===== src/rtl/core/msx_pkg.sv =====
package msx_pkg;

  // input function codes
  localparam logic [1:0] FUNC_FRAME = 2'd0;
  localparam logic [1:0] FUNC_LOAD  = 2'd1;
  localparam logic [1:0] FUNC_COUNT = 2'd2;
  localparam logic [1:0] FUNC_DRAW  = 2'd3;

  // configuration register indexes
  localparam int CFG_IW = 3;
  localparam int CFG_DW = 16;
  localparam logic [CFG_IW-1:0] CFG_CAMERA_X   = 3'd0;
  localparam logic [CFG_IW-1:0] CFG_CAMERA_Y   = 3'd1;
  localparam logic [CFG_IW-1:0] CFG_SCREEN_W   = 3'd2;
  localparam logic [CFG_IW-1:0] CFG_SCREEN_H   = 3'd3;
  localparam logic [CFG_IW-1:0] CFG_HFLIP_MASK = 3'd4;
  localparam logic [CFG_IW-1:0] CFG_VFLIP_MASK = 3'd5;
  localparam logic [CFG_IW-1:0] CFG_TYPE_COUNT = 3'd6;

  // types reachable through the 5-bit type index
  localparam int MSX_TYPE_ADDR = 32;

  // queue depths between front, back and the result port
  localparam int MSX_CMD_DEPTH = 2;
  localparam int MSX_RES_DEPTH = 4;
  localparam int MSX_RES_CW    = $clog2(MSX_RES_DEPTH + 1);

  typedef enum logic [1:0] {
    OP_FRAME,
    OP_LOAD,
    OP_COUNT,
    OP_DRAW
  } msx_op_t;

  typedef struct packed {
    logic [1:0]        func;
    logic [4:0]        type_index;
    logic [2:0]        part_index;
    logic [7:0]        part_tile;
    logic signed [7:0] part_dx;
    logic signed [7:0] part_dy;
    logic [7:0]        part_attr;
    logic [3:0]        part_count;
    logic [1:0]        inst_flags;
    logic [7:0]        inst_anim_state;
    logic [15:0]       world_x;
    logic [15:0]       world_y;
  } msx_in_t;

  typedef struct packed {
    logic [7:0] oam_y;
    logic [7:0] oam_tile;
    logic [7:0] oam_attr;
    logic [7:0] oam_x;
    logic [5:0] oam_slot;
    logic       visible;
    logic       last_part;
  } msx_out_t;

  typedef struct packed {
    logic [15:0] camera_x;
    logic [15:0] camera_y;
    logic [8:0]  screen_width;
    logic [8:0]  screen_height;
    logic [7:0]  hflip_attr_mask;
    logic [7:0]  vflip_attr_mask;
    logic [5:0]  type_count;
  } msx_cfg_t;

  localparam msx_cfg_t CFG_RESET = '{
    camera_x:        16'd0,
    camera_y:        16'd0,
    screen_width:    9'd256,
    screen_height:   9'd240,
    hflip_attr_mask: 8'd64,
    vflip_attr_mask: 8'd128,
    type_count:      6'd0
  };

  // classified command between front and back
  typedef struct packed {
    msx_op_t     op;
    logic [4:0]  type_index;
    logic [2:0]  part_index;
    logic [31:0] part_word;    // tile, dx, dy, attr
    logic [3:0]  part_count;   // already saturated
    logic [1:0]  inst_flags;
    logic [7:0]  inst_anim_state;
    logic [15:0] world_x;
    logic [15:0] world_y;
  } msx_cmd_t;

endpackage


===== src/rtl/core/msx_fifo.sv =====
module msx_fifo #(
  parameter int WIDTH = 8,
  parameter int DEPTH = 2
) (
  input  logic                           clk,
  input  logic                           rst,
  input  logic                           push,
  input  logic [WIDTH-1:0]               din,
  input  logic                           pop,
  output logic [WIDTH-1:0]               dout,
  output logic                           full,
  output logic                           empty,
  output logic [$clog2(DEPTH + 1)-1:0]   count
);

  localparam int PW = DEPTH > 1 ? $clog2(DEPTH) : 1;
  localparam int CW = $clog2(DEPTH + 1);

  logic [WIDTH-1:0] mem [DEPTH];
  logic [PW-1:0]    wp;
  logic [PW-1:0]    rp;
  logic [CW-1:0]    cnt;
  logic             do_push;
  logic             do_pop;

  assign full    = (cnt == CW'(DEPTH));
  assign empty   = (cnt == '0);
  assign count   = cnt;
  assign dout    = mem[rp];
  assign do_push = push && !full;
  assign do_pop  = pop && !empty;

  always_ff @(posedge clk) begin
    if (rst) begin
      wp  <= '0;
      rp  <= '0;
      cnt <= '0;
    end else begin
      if (do_push) begin
        wp <= (wp == PW'(DEPTH - 1)) ? '0 : PW'(wp + 1'b1);
      end
      if (do_pop) begin
        rp <= (rp == PW'(DEPTH - 1)) ? '0 : PW'(rp + 1'b1);
      end
      cnt <= CW'(cnt + CW'(do_push) - CW'(do_pop));
    end
  end

  always_ff @(posedge clk) begin
    if (do_push) begin
      mem[wp] <= din;
    end
  end

endmodule


===== src/rtl/core/msx_front.sv =====
module msx_front import msx_pkg::*; #(
  parameter int TYPE_SLOTS     = 32,
  parameter int PARTS_PER_TYPE = 8
) (
  input  logic     clk,
  input  logic     rst,
  input  logic     push,
  input  msx_in_t  item,
  output logic     full,
  input  logic [5:0] type_count,
  input  logic     cmd_pop,
  output msx_cmd_t cmd,
  output logic     cmd_empty
);

  msx_cmd_t   cmd_in;
  logic       keep;
  logic       type_ok;
  logic [3:0] cnt_sat;
  logic [$bits(msx_cmd_t)-1:0] cmd_bits;

  assign type_ok = 32'(item.type_index) < TYPE_SLOTS;
  assign cnt_sat = (32'(item.part_count) > PARTS_PER_TYPE) ? 4'(PARTS_PER_TYPE)
                                                           : item.part_count;

  // out-of-range loads and counts, and draws of unknown types, are dropped here
  always_comb begin
    cmd_in.op              = OP_FRAME;
    cmd_in.type_index      = item.type_index;
    cmd_in.part_index      = item.part_index;
    cmd_in.part_word       = {item.part_tile, item.part_dx, item.part_dy, item.part_attr};
    cmd_in.part_count      = cnt_sat;
    cmd_in.inst_flags      = item.inst_flags;
    cmd_in.inst_anim_state = item.inst_anim_state;
    cmd_in.world_x         = item.world_x;
    cmd_in.world_y         = item.world_y;
    keep                   = 1'b0;
    unique case (item.func)
      FUNC_FRAME: begin
        cmd_in.op = OP_FRAME;
        keep      = 1'b1;
      end
      FUNC_LOAD: begin
        cmd_in.op = OP_LOAD;
        keep      = type_ok && (32'(item.part_index) < PARTS_PER_TYPE);
      end
      FUNC_COUNT: begin
        cmd_in.op = OP_COUNT;
        keep      = type_ok;
      end
      FUNC_DRAW: begin
        cmd_in.op = OP_DRAW;
        keep      = type_ok && (6'(item.type_index) < type_count);
      end
      default: begin
        keep = 1'b0;
      end
    endcase
  end

  msx_fifo #(
    .WIDTH ($bits(msx_cmd_t)),
    .DEPTH (MSX_CMD_DEPTH)
  ) u_cmd_q (
    .clk   (clk),
    .rst   (rst),
    .push  (push && keep),
    .din   (cmd_in),
    .pop   (cmd_pop),
    .dout  (cmd_bits),
    .full  (full),
    .empty (cmd_empty),
    .count ()
  );

  assign cmd = msx_cmd_t'(cmd_bits);

endmodule


===== config.mk =====
export PLATFORM = sky130hd
export DESIGN_NAME = msx_front
export DESIGN_NICKNAME = d
export VERILOG_FILES = /design/src/rtl/core/msx_pkg.sv /design/src/rtl/core/msx_fifo.sv /design/src/rtl/core/msx_front.sv
export SDC_FILE = /design/constraint.sdc
export NUM_CORES = 1
export LEC_CHECK = 0
export BUFFER_PORTS_ARGS = -buffer_cell sky130_fd_sc_hd__buf_2
export CORE_MARGIN = 3
export CORE_UTILIZATION = 25
export DETAILED_ROUTE_END_ITERATION = 8
export SLEW_MARGIN = 20
export SYNTH_ARGS = -nofsm -noshare
export SYNTH_HDL_FRONTEND = slang
export SYNTH_SLANG_ARGS = --single-unit

===== constraint.sdc =====
create_clock -name clk -period 10.15 [get_ports clk]
set_input_delay 0.5075 -clock clk [delete_from_list [all_inputs] [get_ports clk]]
set_output_delay 0.5075 -clock clk [all_outputs]
set_load 0.05 [all_outputs]

**After elaboration in Yosys (flattened, before gate mapping)**

Memory sizes are Yosys's and may differ from the RTL's. A register that Yosys moved wholly into a read port is not among the register bits.
Cells that the tools add are included.

- Output and inout bits: 90
- Bits in writable memories: 176
- Memories: 1
- Bits in registers: 4

- Add/sub/neg operators: 4
- Reductions and logical operators: 8
- Magnitude comparators: 2
- Mux-type cells: 9
- Equal/unequal tests: 4

Memories:

| name | depth | bits a word | rd ports | clocked after memory_dff | wr ports | line | text |
|---|---|---|---|---|---|---|---|
| u_cmd_q.mem | 2 | 88 | 1 | 1 | 1 | msx_fifo.sv:19 | `logic [WIDTH-1:0] mem [DEPTH];` |

Operators by type and width:

| cell | number |
|---|---|
| 2-bit one-hot mux with 4 select lines | 1 |
| 2-bit == test, second input constant | 3 |
| 5-bit by 6-bit less-than comparator with 1-bit output | 1 |
| 1-bit 2-to-1 mux | 6 |
| 4-bit > comparator, second input constant | 1 |
| 2-bit logical NOT | 2 |
| 4-bit 2-to-1 mux | 1 |
| 1-bit logical AND | 3 |
| 3-bit OR reduction | 1 |
| 1-bit adder, second input constant | 2 |
| 2-bit by 1-bit adder with 2-bit output | 1 |
| 2-bit by 1-bit == test with 1-bit output, second input constant | 1 |
| 1-bit logical NOT | 2 |
| 1-bit one-hot mux with 2 select lines | 1 |
| 2-bit by 1-bit subtractor with 2-bit output | 1 |

**Depth between registers and ports, before layout**

- Word-level depth: 7
- Gate-level depth with buffers: 10

**By module**

A second synthesis with hierarchy kept.

- Cells, all modules: 325
- Area, all modules: 6806.5 µm²

Modules (own cells, without submodules):

| module | area an instance (µm²) | times used | cells an instance |
|---|---|---|---|
| msx_fifo | 6658.9 | 1 | 301 |
| msx_front | 147.6 | 1 | 24 |

**Worst setup path after synthesis**

Ideal clock, no wire load.

- Kind: input-to-reg
- Start point: in type_count[3]
- End point: mem u_cmd_q.mem[0][0] in the netlist's numbering (enable)
- Path slack: 1939 ps
- Stages: 6
- Library setup time: 666 ps
- Arrival time: 7546 ps
- Cell sequence: inv_1 ha_1 a21o_1 a21oi_2 o21ai_1 a211oi_1

- Word-level cells in the longest chain between the ends: 6

Ends and longest elaborated chain:

| element | line | text |
|---|---|---|
| start, declared | msx_front.sv:10 | `input logic [5:0] type_count,` |
| 5-bit by 6-bit less-than comparator with 1-bit output | msx_front.sv:53 | `keep = type_ok && (6'(item.type_index) < type_count);` |
| 1-bit one-hot mux with 2 select lines | msx_front.sv:38 | `unique case (item.func)` |
| 1-bit logical AND | msx_front.sv:67 | `.push (push && keep),` |
| 1-bit logical AND | msx_fifo.sv:30 | `assign do_push = push && !full;` |
| 1-bit 2-to-1 mux | msx_fifo.sv:50 | `if (do_push) begin` |
| 1-bit 2-to-1 mux (implied by the code) | msx_fifo.sv:51 | `mem[wp] <= din;` |
| end, declared | msx_fifo.sv:19 |  |

No other way between the ends.

==> results.ini <==
[status]
status=completed

[cts]
clkSinkCount=181
clockBufferDepth=2
cts_root_buffer=clkbuf_16
cts_hold_buf=0
insertion_delay_ns=0.41
clkTransAtPathRegs_ns=0.06
cts_max_level=4
cts_tree=built
post_cts_buffers=0
cts-resized-gates=0
cts_inserted_buffers=17

[power]
power_density_nw_per_um2=287
cellLeakagePower_nw=3.23
irDropWorstVdd_v=0.000117
power_w=0.00248

[global_route]
grt_pass1_wl_um=19900
grtUsageTotal=0.0911
grt_max_degree=60
first_global_vias=3559
grt.overflow.total=0
antenna_found_initial=2

[min_path]
min_path_type=in -> reg
hold_start=item[50]

[detailed_routing]
wl_um=13500
drtIter0Drc=195
num_vias=3571
drc=0
avgRoutedWirePerCell_um=15.5
viasPerCell=4.10
final_antenna_net_count=0
dr.pass1.iters=4

[logic_synthesis]
synth_area_um2=6770
synth_warnings=0
ys_async_sr_fraction=0
syn_inst=329
synth_flop_cell=edfxtp_1
synth_nets=433
avgSynthCellArea_um2=20.6
yosysUniqueCellTypes=28
yosysSeqAreaShare=0.796
synth-edff-count=176
yosys_register_bits=181

[floorplan]
die-area_um2=29100
fp.dieH_um=171
ios=188
die_w_um=171
rows=59
initial_core_util=0.257
core_area_um2=26400

[setup_path]
end_kind=output port
rr_startpoint=u_cmd_q.count[0]
crit_fanout=49
setup.worst_path.class=reg -> out
crit_required_ns=9.64
arrival_ns=2.49
slowest_delay_ns=0.72
crit_path_start_kind=flop
crit_chain=buf_4, mux2_1, buf_2
critPathSlowestCell=dfxtp_4

[cells_and_area]
antenna_cells=0
finish.utilization=0.329
instances_no_fill=871
drive_gt1_frac=0.422
syn_to_final_growth_pct=28.0
fin_area_um2=8660
nets=631

[placed_design]
dpl.hpwl_um=8960
portBuffers=187
dpl.cell_count=843
gp_congestion=0.717
place_area_um2=8120

[sta]
rsz0062_at_grt=false
fmax_mhz=334
fin_crit_sh=0.295
finClkSkew_ns=0.0101
tns_ns=0
worst_pin_slew_ns=0.856
drv_slew=0
slew_headroom=0.429
min_period_ns=3.00
hold_viol=0
finalSetupViolCount=0

[job]
maxCapViolCount=0

[cell usage after synthesis, drive strengths merged, types with 2 or more instances]
cell type | count | area (um^2)
inv | 7 | 26.3
buf | 10 | 55.1
o32ai | 2 | 17.5
dfxtp | 5 | 100
edfxtp | 176 | 5290
xnor2 | 2 | 17.5
mux2 | 88 | 991
nand2 | 2 | 7.51
nor2 | 5 | 18.8
ha | 6 | 75.1
a21oi | 4 | 23.8
nand2b | 2 | 12.5
clkbuf | 3 | 11.3
nor2b | 5 | 31.3
[critical path, delay by kind of cell, from the launching register on]
kind / cells / cell delay, ns
buffers and inverters: 2 / 0.87
flip-flops: 1 / 0.72
multiplexers: 1 / 0.41
[state kept, by name (all words and copies together), names as in the netlist, named ones only]
| register | count |
|---|---|
| u_cmd_q.mem | 176 |
| u_cmd_q.wp | 1 |
| u_cmd_q.rp | 1 |
| u_cmd_q.count | 2 |
[metal layers]
layer	global-route usage	wire length, um	vias up	part of all wire
li1	-	-	1669	-
met2	0.146	6490	119	0.48
met3	0.0351	862	9	0.064
met1	0.116	6040	1770	0.45
met5	0	21	-	0.0016
met4	0.0254	91	4	0.0067
[final cells by class]
type | instances | area, um^2
Clock buffer | 19 | 433
Multi-Input combinational cell | 128 | 1310
Tap cell | 335 | 419
Sequential cell | 181 | 5390
Inverter | 7 | 26.3
Timing Repair Buffer | 192 | 973
Fill cell | 2558 | 17700
Clock inverter | 9 | 109
[stage by stage]
step                worst slack [ns]  hold WS, ns
CTS                             7.05        0.250
detailed placement              7.25        0.499
global route                    6.97        0.241
global placement                7.29        0.498
floorplan                       1.94        0.481
finish                          7.15        0.279
[report_power, final]
group          total [W]  internal (W)  switching (W)
logic           0.000844      0.000203       0.000641
clock network   0.000624      0.000358       0.000266
registers        0.00102      0.000969      0.0000462
[final timing paths]
check,end,slack (ns),cells after the start
hold / removal,u_cmd_q.mem[0][50],0.28,1
hold reg to reg,flop,0.53,2
setup / recovery,cmd[18],7.15,3
setup reg to reg,u_cmd_q.mem[0][31],8.13,4
[cell families (layout without fill, tap and decap cells)]
| logic type | after synthesis | count (layout) | share of synthesized area |
|---|---|---|---|
| flip-flops | 181 | 181 | 0.796 |
| multiplexers | 88 | 88 | 0.146 |
| AND/OR/NAND/NOR | 21 | 21 | 0.0181 |
| buffers and inverters | 20 | 227 | 0.0137 |
| AO/OA/AOI/OAI | 10 | 10 | 0.0107 |
| adder cells (fa/ha/maj) | 6 | 6 | 0.0111 |
| XOR/XNOR | 3 | 3 | 0.00388 |
[placed cells by master (no fill, tap or decap)]
master	count
clkinv_2	3
dfxtp_4	1
ha_1	6
clkbuf_16	17
nor2b_1	5
o32ai_1	2
inv_1	7
mux2_1	88
and3b_2	1
xor2_1	1
a21oi_4	1
dfxtp_1	4
buf_4	5
clkinv_4	2
o21ai_1	1
clkinvlp_4	1
inv_6	1
clkbuf_1	2
nand3_1	1
xnor2_1	2
or3_1	1
or2_2	1
o2111a_1	1
edfxtp_1	176
buf_2	187
nand3b_1	1
a211oi_4	1
bufinv_16	2
nor2_1	5
a21o_1	1
or2b_2	1
nand2b_1	2
nand2_1	2
a21oi_1	2
and2_4	1
a21oi_2	1
(Power assumes the default switching activity.)
