### config.mk
export PLATFORM = sky130hd
export DESIGN_NAME = msx_fifo
export DESIGN_NICKNAME = d
export VERILOG_FILES = /design/src/rtl/core/msx_fifo.sv
export SDC_FILE = /design/constraint.sdc
export NUM_CORES = 1
export LEC_CHECK = 0
export BUFFER_PORTS_ARGS = -buffer_cell sky130_fd_sc_hd__clkbuf_2
export CORE_MARGIN = 1
export CORE_UTILIZATION = 30
export CTS_CLUSTER_DIAMETER = 150
export CTS_CLUSTER_SIZE = 20
export DETAILED_ROUTE_END_ITERATION = 16
export PLACE_DENSITY = 0.59
export SETUP_SLACK_MARGIN = 0.3
export SLEW_MARGIN = 30
export SYNTH_ARGS = -nofsm -noshare
export SYNTH_HDL_FRONTEND = slang
export SYNTH_SLANG_ARGS = --single-unit
### constraint.sdc
create_clock -name clk -period 4.19 [get_ports clk]
set_input_delay 0.838 -clock clk [delete_from_list [all_inputs] [get_ports clk]]
set_output_delay 0.838 -clock clk [all_outputs]
set_load 0.005 [all_outputs]
### src/rtl/core/msx_fifo.sv
module msx_fifo #(
  parameter int WIDTH = 8,
  parameter int DEPTH = 2
) (
  input  logic                           clk,
  input  logic                           rst,
  input  logic                           push,
  input  logic [WIDTH-1:0]               din,
  input  logic                           pop,
  output logic [WIDTH-1:0]               dout,
  output logic                           full,
  output logic                           empty,
  output logic [$clog2(DEPTH + 1)-1:0]   count
);

  localparam int PW = DEPTH > 1 ? $clog2(DEPTH) : 1;
  localparam int CW = $clog2(DEPTH + 1);

  logic [WIDTH-1:0] mem [DEPTH];
  logic [PW-1:0]    wp;
  logic [PW-1:0]    rp;
  logic [CW-1:0]    cnt;
  logic             do_push;
  logic             do_pop;

  assign full    = (cnt == CW'(DEPTH));
  assign empty   = (cnt == '0);
  assign count   = cnt;
  assign dout    = mem[rp];
  assign do_push = push && !full;
  assign do_pop  = pop && !empty;

  always_ff @(posedge clk) begin
    if (rst) begin
      wp  <= '0;
      rp  <= '0;
      cnt <= '0;
    end else begin
      if (do_push) begin
        wp <= (wp == PW'(DEPTH - 1)) ? '0 : PW'(wp + 1'b1);
      end
      if (do_pop) begin
        rp <= (rp == PW'(DEPTH - 1)) ? '0 : PW'(rp + 1'b1);
      end
      cnt <= CW'(cnt + CW'(do_push) - CW'(do_pop));
    end
  end

  always_ff @(posedge clk) begin
    if (do_push) begin
      mem[wp] <= din;
    end
  end

endmodule

Yosys cells after proc, flatten, opt, wreduce, memory -nomap -nowiden
Memory sizes are Yosys's and may differ from the RTL's. A register that Yosys moved wholly into a read port is not among the register bits.
Index checks and enable logic that the tools add are counted.

word-level totals
  output and inout port bits = 12
  ROM bits = 0
  word-level logic and storage cells = 20
  input bits = 12
  register bits = 4
  latch bits = 0
  memory bits (writable) = 16
  memories = 1

memory list
  memory  words  bits a word  read ports  clocked after memory_dff  wr ports  line  text
  mem     2      8            1           1                         1         19    logic [WIDTH-1:0] mem [DEPTH];

operators by class
  multiplexer cells = 6
  shifts and indexed selects = 0
  divide/modulo/power cells = 0
  order comparisons = 0
  add/subtract/negate cells = 4
  eq/ne operators = 1
  bitwise logic cells = 0
  multiply operators = 0
  reductions and logical operators = 5

operator list
  kind                                         number
  two-way mux 1 bit                            6
  adder 1 bit (second input constant)          2
  adder 2 x 1 -> 2 bit                         1
  equality test 2 bit (second input constant)  1
  logical AND 1 bit                            2
  logical NOT 1 bit                            2
  logical NOT 2 bit                            1
  subtractor 2 x 1 -> 2 bit                    1

Longest topological paths before layout
Gate-level depths: netlist (run 1).

  depth after elaboration = 5
  gate-level depth with buffers = 8

Least setup slack after synthesis (run 1)
OpenSTA, ideal clock, no wires.

  kind = input to register
  start point = input port pop
  end point = register cnt[1], in the netlist count[1]
  arrival = 1.802 ns
  path slack = 2.310 ns
  data required time = 4.112 ns
  library setup time = 0.078 ns
  stages = 7
  path through = o21a_2 ha_1 inv_1 ha_1 xor2_1 and2_1 nor3_1

between the ends
  longest elaborated chain between the ends = 2

ends and longest elaborated chain
  item                       line  text
  from (decl)                9     input logic pop,
  logical AND 1 bit          31    assign do_pop = pop && !empty;
  subtractor 2 x 1 -> 2 bit  45    cnt <= CW'(cnt + CW'(do_push) - CW'(do_pop));
  to (signal assigned)       45
  to (decl)                  22    logic [CW-1:0] cnt;

No other way between the ends.
A chain may end at the register's enable or synchronous reset.

==> flow_metrics.py, run 1 <==
metrics = {
    "sta": {
        "fin_ws_ns": 2.01,
        "finalHoldViolations": 0,
        "holdWs_ns": 0.508,
        "tightestPinTransition_ns": 0.373,
        "fin_crit_sh_pct": 52.0,
        "rsz0062_at_grt": "no",
        "relSlewSlack_pct": 75.1,
        "period_needed_ns": 2.18,
        "final_max_slew_viol_count": 0,
        "fin_worst_skew_ns": 0.00569,
        "tns_ns": 0,
        "max_clock_freq_ghz": 0.459,
        "setup_viol": 0,
    },
    "pwr": {
        "p_leak_nw": 0.418,
        "power.density_nw_per_um2": 558,
        "vdd_drop_max_mv": 0.340,
        "total_power_mw": 0.551,
    },
    "critical_path": {
        "cp-end-kind": "primary output",
        "worstPathArrival_ns": 1.34,
        "reg2reg_from": "count[0]",
        "crit_end": "dout[1]",
        "worst-r2r-cell-count": 8,
        "startpoint_type": "flop",
        "crit_path_max_fanout": 8,
        "r2r-end": "count[1]",
        "ff2ff_setup_slack_ns": 2.57,
        "worstPathRequired_ns": 3.35,
        "path_class": "flop to primary output",
    },
    "clock_tree": {
        "cts_max_path_buffers": 2,
        "cts_sinks": 21,
        "post_cts_buffers": 0,
        "clk_pin_slew_ns": 0.11,
        "worstSkewPairLatency_ns": 0.29,
        "cts_resized": 0,
        "numCtsBuffers": 3,
        "cts_tree": "built",
        "root_buffer": "clkbuf_4",
        "hold_buffers": 0,
        "htreeDepth": 1,
    },
    "routing": {
        "drt-vias-per-instance": 4.36,
        "drtIter0Drc": 3,
        "wirelength_um": 1200,
        "wl_per_cell_um": 11.1,
        "drc_errors": 0,
        "vias": 471,
        "ant_nets": 0,
        "drt_pass1_iterations": 2,
    },
    "synth": {
        "syn_inst": 52,
        "ys_types": 21,
        "async_flop_share_pct": 0,
        "syn_area_um2": 811,
        "ys_ff_latch": 21,
        "syn_avg_cell_area_um2": 15.6,
        "synth_ff_type": "edfxtp_1",
        "ys_warn_count": 0,
        "synth_edf_count": 16,
        "synth_nets": 66,
        "ys_seq_area_share_pct": 71.6,
    },
    "floorplan": {
        "pin_count": 24,
        "die_h_um": 54.0,
        "initial_core_util_pct": 32.1,
        "rows": 18,
        "dieArea_um2": 2910,
        "core_area_um2": 2520,
        "die_w_um": 54.0,
    },
    "layout": {
        "antenna_cells": 0,
        "syn2layout_area_growth_pct": 21.6,
        "post-route-util_pct": 39.1,
        "final_layout_size_suffix_gt1_share_pct": 43.6,
        "layout.nets": 93,
        "final_cell_mix": "clkbuf_2 (23), edfxtp_1 (16), mux2_1 (5), dfxtp_1 (5), nor2_1 (4)",
        "final_common_cell": "clkbuf_2",
    },
    "grt": {
        "grt_use_total_pct": 8.88,
        "first_global_vias": 394,
        "overflow": 0,
        "grt_antenna_before_repair": 0,
        "grt_pass1_wl_um": 1730,
        "grt_max_degree": 13,
    },
    "worst_hold_path": {
        "hold_class": "flop to flop",
    },
    "placement": {
        "gp_congestion": 0.671,
        "post-dp-hpwl_um": 918,
        "dp_worst_setup_slack_ns": 2.17,
        "io_buffers": 23,
    },
    "run_status": {
        "status": "completed",
    },
    "run": {
        "cap_violations": 0,
    },
}
[routing by layer]
layer	global-route usage (%)	up-vias	share of wire (%)
li1	-	236	-
met1	10.6	218	45
met2	14.6	17	46
met3	2.82	0	8.7
met4	3.85	0	0
met5	0	-	0
[worst min path at each step]
stage / from / to / slack (ns) / cells after the start
2_1_floorplan: wp / wp / 0.45 / 2
3_3_place_gp: wp / wp / 0.47 / 2
3_5_place_dp: wp / wp / 0.49 / 2
4_1_cts: wp / wp / 0.51 / 2
5_1_grt: wp / wp / 0.53 / 2
6_report: wp / wp / 0.51 / 2
[worst max-delay path: stages, from the launching register on]
cell	delay, ns
dfxtp_1	0.56
mux2_2	0.38
clkbuf_2	0.11
[layout make-up]
class / count / area (µm²)
clock buffer: 3 / 22.5
clock inverter: 1 / 5.00
fill: 265 / 1540
inverter: 4 / 15.0
multi-input combinational: 26 / 210
sequential: 21 / 581
tap: 30 / 37.5
timing repair buffer: 23 / 115
[cell usage after synthesis (all sizes together), types with 2 or more instances]
library cell / n / share of area (%)
edfxtp: 16 / 59
mux2: 8 / 11
dfxtp: 5 / 12
inv: 4 / 1.9
nor2: 4 / 1.9
ha: 2 / 3.1
[metrics by stage]
| stage | cells | cell area [µm²] |
|---|---|---|
| floorplan | 52 | 811 |
| global route | 108 | 986 |
| global placement | 104 | 958 |
| detailed placement | 104 | 958 |
| CTS | 108 | 986 |
| finish | 108 | 986 |
[state kept, by name (all words and copies together), names as in the netlist, named ones only]
signal and cells:
mem 16, count 2, rp 1, wp 1
[where the power goes]
part           leakage [nW]  total, mW  switching (mW)  internal, mW
Combinational         0.210      0.160          0.0722        0.0877
Sequential            0.191      0.300          0.0312         0.269
Clock                0.0177     0.0906          0.0551        0.0354
[cell families (layout without fill, tap and decap cells)]
group	count (synthesis)	in the layout	share of synthesized area [%]
compound gates	3	3	2.31
xor+xnor	2	2	2.16
fa+ha+maj	2	2	3.09
buf+inv	5	31	2.47
flops	21	21	71.6
mux	8	8	11.1
simple gates	11	11	7.25
(Power assumes the default switching activity.)
==> inputs of run 2 (changes only) <==
clock period = 2.2 ns   (was 4.19 ns; I/O delays follow)
==> run 2 against run 1 <==
Critical path depth is the same; clock power grew 96%; clock skew up 0.0059 ns; cell count unchanged; via count increased by 1.1%; critical path type unchanged; critical endpoint unchanged; largest cell class unchanged; highest routed layer unchanged.
==> flow_metrics.py, run 2 (synthesis gave the netlist of run 1 again) <==
metrics = {
    "placement": {
        "io_buffers": 23,
        "post-dp-hpwl_um": 924,
        "dp_worst_setup_slack_ns": 0.552,
        "gp_congestion": 0.635,
        "post-place-cells": 104,
        "post_dp_cell_area_um2": 958,
    },
    "pwr": {
        "p_leak_nw": 0.418,
        "power.density_nw_per_um2": 1070,
        "vdd_drop_max_mv": 0.493,
    },
    "critical_path": {
        "startpoint_type": "flop",
        "worstPathArrival_ns": 1.36,
        "cp-end-kind": "primary output",
        "worstPathRequired_ns": 1.76,
        "path_class": "flop to primary output",
        "crit_path_max_fanout": 8,
    },
    "clock_tree": {
        "htreeDepth": 1,
        "cts_tree": "built",
        "cts_max_path_buffers": 2,
        "root_buffer": "clkbuf_4",
        "worstSkewPairLatency_ns": 0.30,
        "clk_pin_slew_ns": 0.12,
        "post_cts_buffers": 0,
        "cts_sinks": 21,
        "numCtsBuffers": 3,
        "cts_resized": 0,
        "hold_buffers": 0,
    },
    "layout": {
        "sequential_cell_area_um2": 581,
        "antenna_cells": 0,
        "final_cells": 108,
        "top_register": "mem",
        "final_cell_mix": "clkbuf_2 (23), edfxtp_1 (16), mux2_1 (5), dfxtp_1 (5), nor2_1 (4)",
        "syn2layout_area_growth_pct": 21.6,
        "final_common_cell": "clkbuf_2",
        "multi_input_area_um2": 210,
        "post-route-util_pct": 39.1,
        "largest_reg_flops": 16,
        "nFillCells": 275,
        "final_layout_size_suffix_gt1_share_pct": 43.6,
        "fin_area_um2": 986,
        "layout.nets": 93,
    },
    "grt": {
        "grt_antenna_before_repair": 0,
        "grt_pass1_wl_um": 1860,
        "grt_use_total_pct": 9.39,
        "overflow": 0,
        "grt_max_degree": 13,
        "first_global_vias": 443,
    },
    "run_status": {
        "status": "completed",
    },
    "sta": {
        "relSlewSlack_pct": 74.1,
        "tns_ns": 0,
        "setup_viol": 0,
        "final_max_slew_viol_count": 0,
        "finalHoldViolations": 0,
        "fin_crit_sh_pct": 81.9,
        "period_needed_ns": 1.80,
        "max_clock_freq_ghz": 0.555,
        "fin_worst_skew_ns": 0.0116,
        "fin_ws_ns": 0.399,
        "rsz0062_at_grt": "no",
        "tightestPinTransition_ns": 0.389,
    },
    "floorplan": {
        "pin_count": 24,
        "die_h_um": 54.0,
        "dieArea_um2": 2910,
        "rows": 18,
        "core_area_um2": 2520,
        "initial_core_util_pct": 32.1,
        "die_w_um": 54.0,
    },
    "routing": {
        "drtIter0Drc": 3,
        "drc_errors": 0,
        "vias": 476,
        "drt-vias-per-instance": 4.41,
        "wl_per_cell_um": 11.5,
        "ant_nets": 0,
        "drt_pass1_iterations": 4,
        "wirelength_um": 1240,
    },
    "worst_hold_path": {
        "hold_class": "input port to flop",
    },
    "run": {
        "cap_violations": 0,
    },
}
-- run 2: cell counts in the layout (fill, tap and decap cells not counted) --
No cell type changed its count.
-- run 2: path summary, 6_finish.rpt --
check,start,endpoint,slack [ns],depth (start not counted)
setup reg to reg,count[1],count[1],0.60,7
hold / removal,din[5],mem[0][5],0.32,1
setup / recovery,flop,dout[1],0.40,2
hold reg to reg,wp,wp,0.51,2
-- run 2: power by group --
| group | internal [mW] | leakage, nW | switching (mW) | total (mW) |
|---|---|---|---|---|
| clock network | 0.0675 | 0.0177 | 0.110 | 0.178 |
| registers | 0.512 | 0.191 | 0.0590 | 0.571 |
| logic | 0.168 | 0.210 | 0.142 | 0.310 |
| total | 0.748 | 0.418 | 0.311 | 1.06 |
-- run 2: layer usage --
layer	vias up	track usage, %	part of all wire, %
met2	17	17.1	49
met5	-	0	0
met3	0	2.82	7.7
li1	239	-	-
met4	0	2.56	0
met1	220	10.5	44
-- run 2: through the flow --
step	hold WS, ns	total power [mW]
after floorplan	0.451	0.764
after global routing	0.314	1.14
after global placement	0.470	0.887
after detailed placement	0.490	0.899
final	0.323	1.06
after CTS	0.320	1.08
-- run 2: cell type report --
type | instances | share of cell area, %
clock inverters | 1 | 0.508
clock buffers | 3 | 2.28
repair buffers | 23 | 11.7
multi-input cells | 26 | 21.3
well taps | 30 | 3.81
inverters | 4 | 1.52
flip-flops and latches | 21 | 58.9
-- run 2: critical path, stage by stage, from the launching register on --
cell and delay [ns]:
dfxtp_1 0.58, mux2_2 0.38, clkbuf_2 0.11
==> inputs of run 3 (changes only) <==
ABC_AREA = 1   (was default)
clock period = 1.75 ns   (was 2.2 ns; I/O delays follow)
==> run 3 against run 2 <==
Via count grew 13%; power grew 45%; synthesized area grew 7.1%; global-route usage grew 0.45 points; cell count grew 17%; sequential power grew 22%; clock power grew 25%; synthesized cell count grew 23%; largest power group unchanged.
==> flow_metrics.py, run 3 <==
metrics = {
    "floorplan": {
        "die_h_um": 55.8,
        "die_w_um": 55.8,
        "core_area_um2": 2760,
        "initial_core_util_pct": 31.5,
        "rows": 19,
        "dieArea_um2": 3110,
        "pin_count": 24,
    },
    "worst_hold_path": {
        "hold_class": "input port to flop",
    },
    "placement": {
        "gp_congestion": 0.669,
        "post-place-cells": 119,
        "io_buffers": 23,
        "post-dp-hpwl_um": 1010,
    },
    "sta": {
        "tightestPinTransition_ns": 0.347,
        "period_needed_ns": 1.54,
        "fin_worst_skew_ns": 0.000769,
        "rsz0062_at_grt": "yes",
        "relSlewSlack_pct": 76.8,
        "max_clock_freq_ghz": 0.650,
        "final_max_slew_viol_count": 0,
        "finalHoldViolations": 0,
        "setup_viol": 0,
        "tns_ns": 0,
        "fin_crit_sh_pct": 87.9,
    },
    "pwr": {
        "power.density_nw_per_um2": 1380,
        "vdd_drop_max_mv": 0.790,
        "p_leak_nw": 0.500,
    },
    "grt": {
        "grt_use_total_pct": 9.84,
        "overflow": 0,
        "first_global_vias": 575,
        "grt_antenna_before_repair": 0,
        "grt_max_degree": 12,
        "grt_pass1_wl_um": 2390,
    },
    "synth": {
        "yosys.area_share.simple_pct": 9.65,
        "synth.area.mux_share_pct": 13.8,
        "syn_avg_cell_area_um2": 13.6,
        "ys_types": 11,
        "synth_edf_count": 16,
        "synth-adder-area-share_pct": 2.88,
        "syn_inst": 64,
        "synth_xor_area_share_pct": 0,
        "ys_seq_area_share_pct": 66.9,
        "yosysTopAreaCell": "edfxtp_1",
        "synth-compound-area-share_pct": 1.15,
        "ys_ff_latch": 21,
        "synth_nets": 78,
        "synth_top_family_by_area": "multiplexers",
        "async_flop_share_pct": 0,
        "ys_warn_count": 0,
        "syn_area_um2": 868,
        "synth.area.top_cells": "edfxtp_1 (55%), mux2_4 (14%), dfxtp_1 (12%), inv_1 (4.3%), nand2_1 (3.5%)",
        "synth_ff_type": "edfxtp_1",
        "synth_top_area_share_pct": 55.3,
        "synth_most_common_cell": "edfxtp_1",
        "synth_common_cells": "edfxtp_1 (16), inv_1 (10), mux2_4 (8), nand2_1 (8), nor2_1 (7)",
    },
    "routing": {
        "vias": 540,
        "wl_per_cell_um": 11.0,
        "drt_pass1_iterations": 3,
        "wirelength_um": 1390,
        "ant_nets": 0,
        "drc_errors": 0,
        "drtIter0Drc": 7,
        "drt-vias-per-instance": 4.29,
    },
    "clock_tree": {
        "htreeDepth": 1,
        "cts_tree": "built",
        "clk_pin_slew_ns": 0.11,
        "cts_sinks": 21,
        "cts_max_path_buffers": 2,
        "worstSkewPairLatency_ns": 0.29,
        "numCtsBuffers": 3,
        "root_buffer": "clkbuf_4",
        "hold_buffers": 0,
    },
    "layout": {
        "largest_reg_flops": 16,
        "top_register": "mem",
        "layout.nets": 110,
        "final_layout_size_suffix_gt1_share_pct": 53.7,
        "antenna_cells": 0,
        "syn2layout_area_growth_pct": 28.0,
        "final_cell_mix": "clkbuf_2 (23), edfxtp_1 (16), inv_1 (9)",
        "final_common_cell": "clkbuf_2",
        "final_cells": 126,
    },
    "run_status": {
        "status": "completed",
    },
    "run": {
        "cap_violations": 0,
    },
    "critical_path": {
        "path_class": "flop to primary output",
        "cp-end-kind": "primary output",
        "worstPathArrival_ns": 1.19,
        "startpoint_type": "flop",
        "worstPathRequired_ns": 1.40,
        "crit_path_max_fanout": 8,
    },
}
[run 3: cell count changes after synthesis, moves of 3 or more]
| cell | before | now |
|---|---|---|
| mux2_1 | 5 | 0 |
| nand3_1 | 0 | 3 |
| mux2_4 | 0 | 8 |
| inv_1 | 3 | 10 |
| nand2_1 | 1 | 8 |
| mux2_2 | 3 | 0 |
| nor2_1 | 4 | 7 |
[run 3: kinds of logic (layout without fill, tap and decap cells)]
kind of cell               count (synthesis)  in the layout
AOI/OAI and AO/OA                          2              2
and+or+nand+nor                           20             20
DFF                                       21             21
buffers and inverters                     11             42
muxes                                      8              8
adders and majority gates                  2              2
[run 3: worst paths after layout]
kind / cells past startpoint / end / startpoint / slack [ns]
worst max register to register: 11 / count[1] / count[0] / 0.27
worst min-delay path: 2 / count[0] / rst / 0.21
worst min register to register: 2 / flop / rp / 0.52
worst max-delay path: 3 / dout[1] / flop / 0.21
[run 3: through the flow]
stage	area, µm²	utilization (%)	setup slack (ns)	total power, mW	hold WS (ns)
after detailed placement	1030	37.3	0.185	1.21	0.493
after global placement	1030	37.3	0.257	1.20	0.488
after global routing	1110	40.3	0.161	1.65	0.206
after CTS	1100	40.0	0.195	1.54	0.199
final	1110	40.3	0.212	1.54	0.207
after floorplan	870	-	0.331	1.04	0.414
[run 3: per-layer routing]
| layer | GRT usage, % | share of wire, % | vias up |
|---|---|---|---|
| met5 | 0 | 0 | - |
| met4 | 2.14 | 0 | 0 |
| met3 | 2.79 | 6.4 | 0 |
| met2 | 18.8 | 52 | 19 |
| met1 | 10.7 | 41 | 244 |
| li1 | - | - | 277 |
[run 3: report_power, final]
| part | internal, mW | total, mW | switching (mW) |
|---|---|---|---|
| Combinational | 0.332 | 0.617 | 0.284 |
| Sequential | 0.648 | 0.699 | 0.0517 |
| Clock | 0.0885 | 0.222 | 0.134 |
[run 3: worst max-delay path: stages, from the launching register on]
cell      delay [ns]
dfxtp_2         0.35
buf_8           0.14
mux2_4          0.31
clkbuf_2        0.11
[run 3: area by class of cell]
class / instances / area, µm²
multi-input cells: 32 / 260
well taps: 31 / 38.8
inverters: 10 / 37.5
fillers: 274 / 1650
repair buffers: 28 / 164
flip-flops and latches: 21 / 584
clock buffers: 4 / 26.3
[run 3: timing repair]
action | in CTS | in global routing
hold endpoints to repair | 0 | 0
setup endpoints to repair | 9 | 10
setup buffers | 2 | 1
gates resized for setup | 13 | 0
pin swaps | 7 | 0
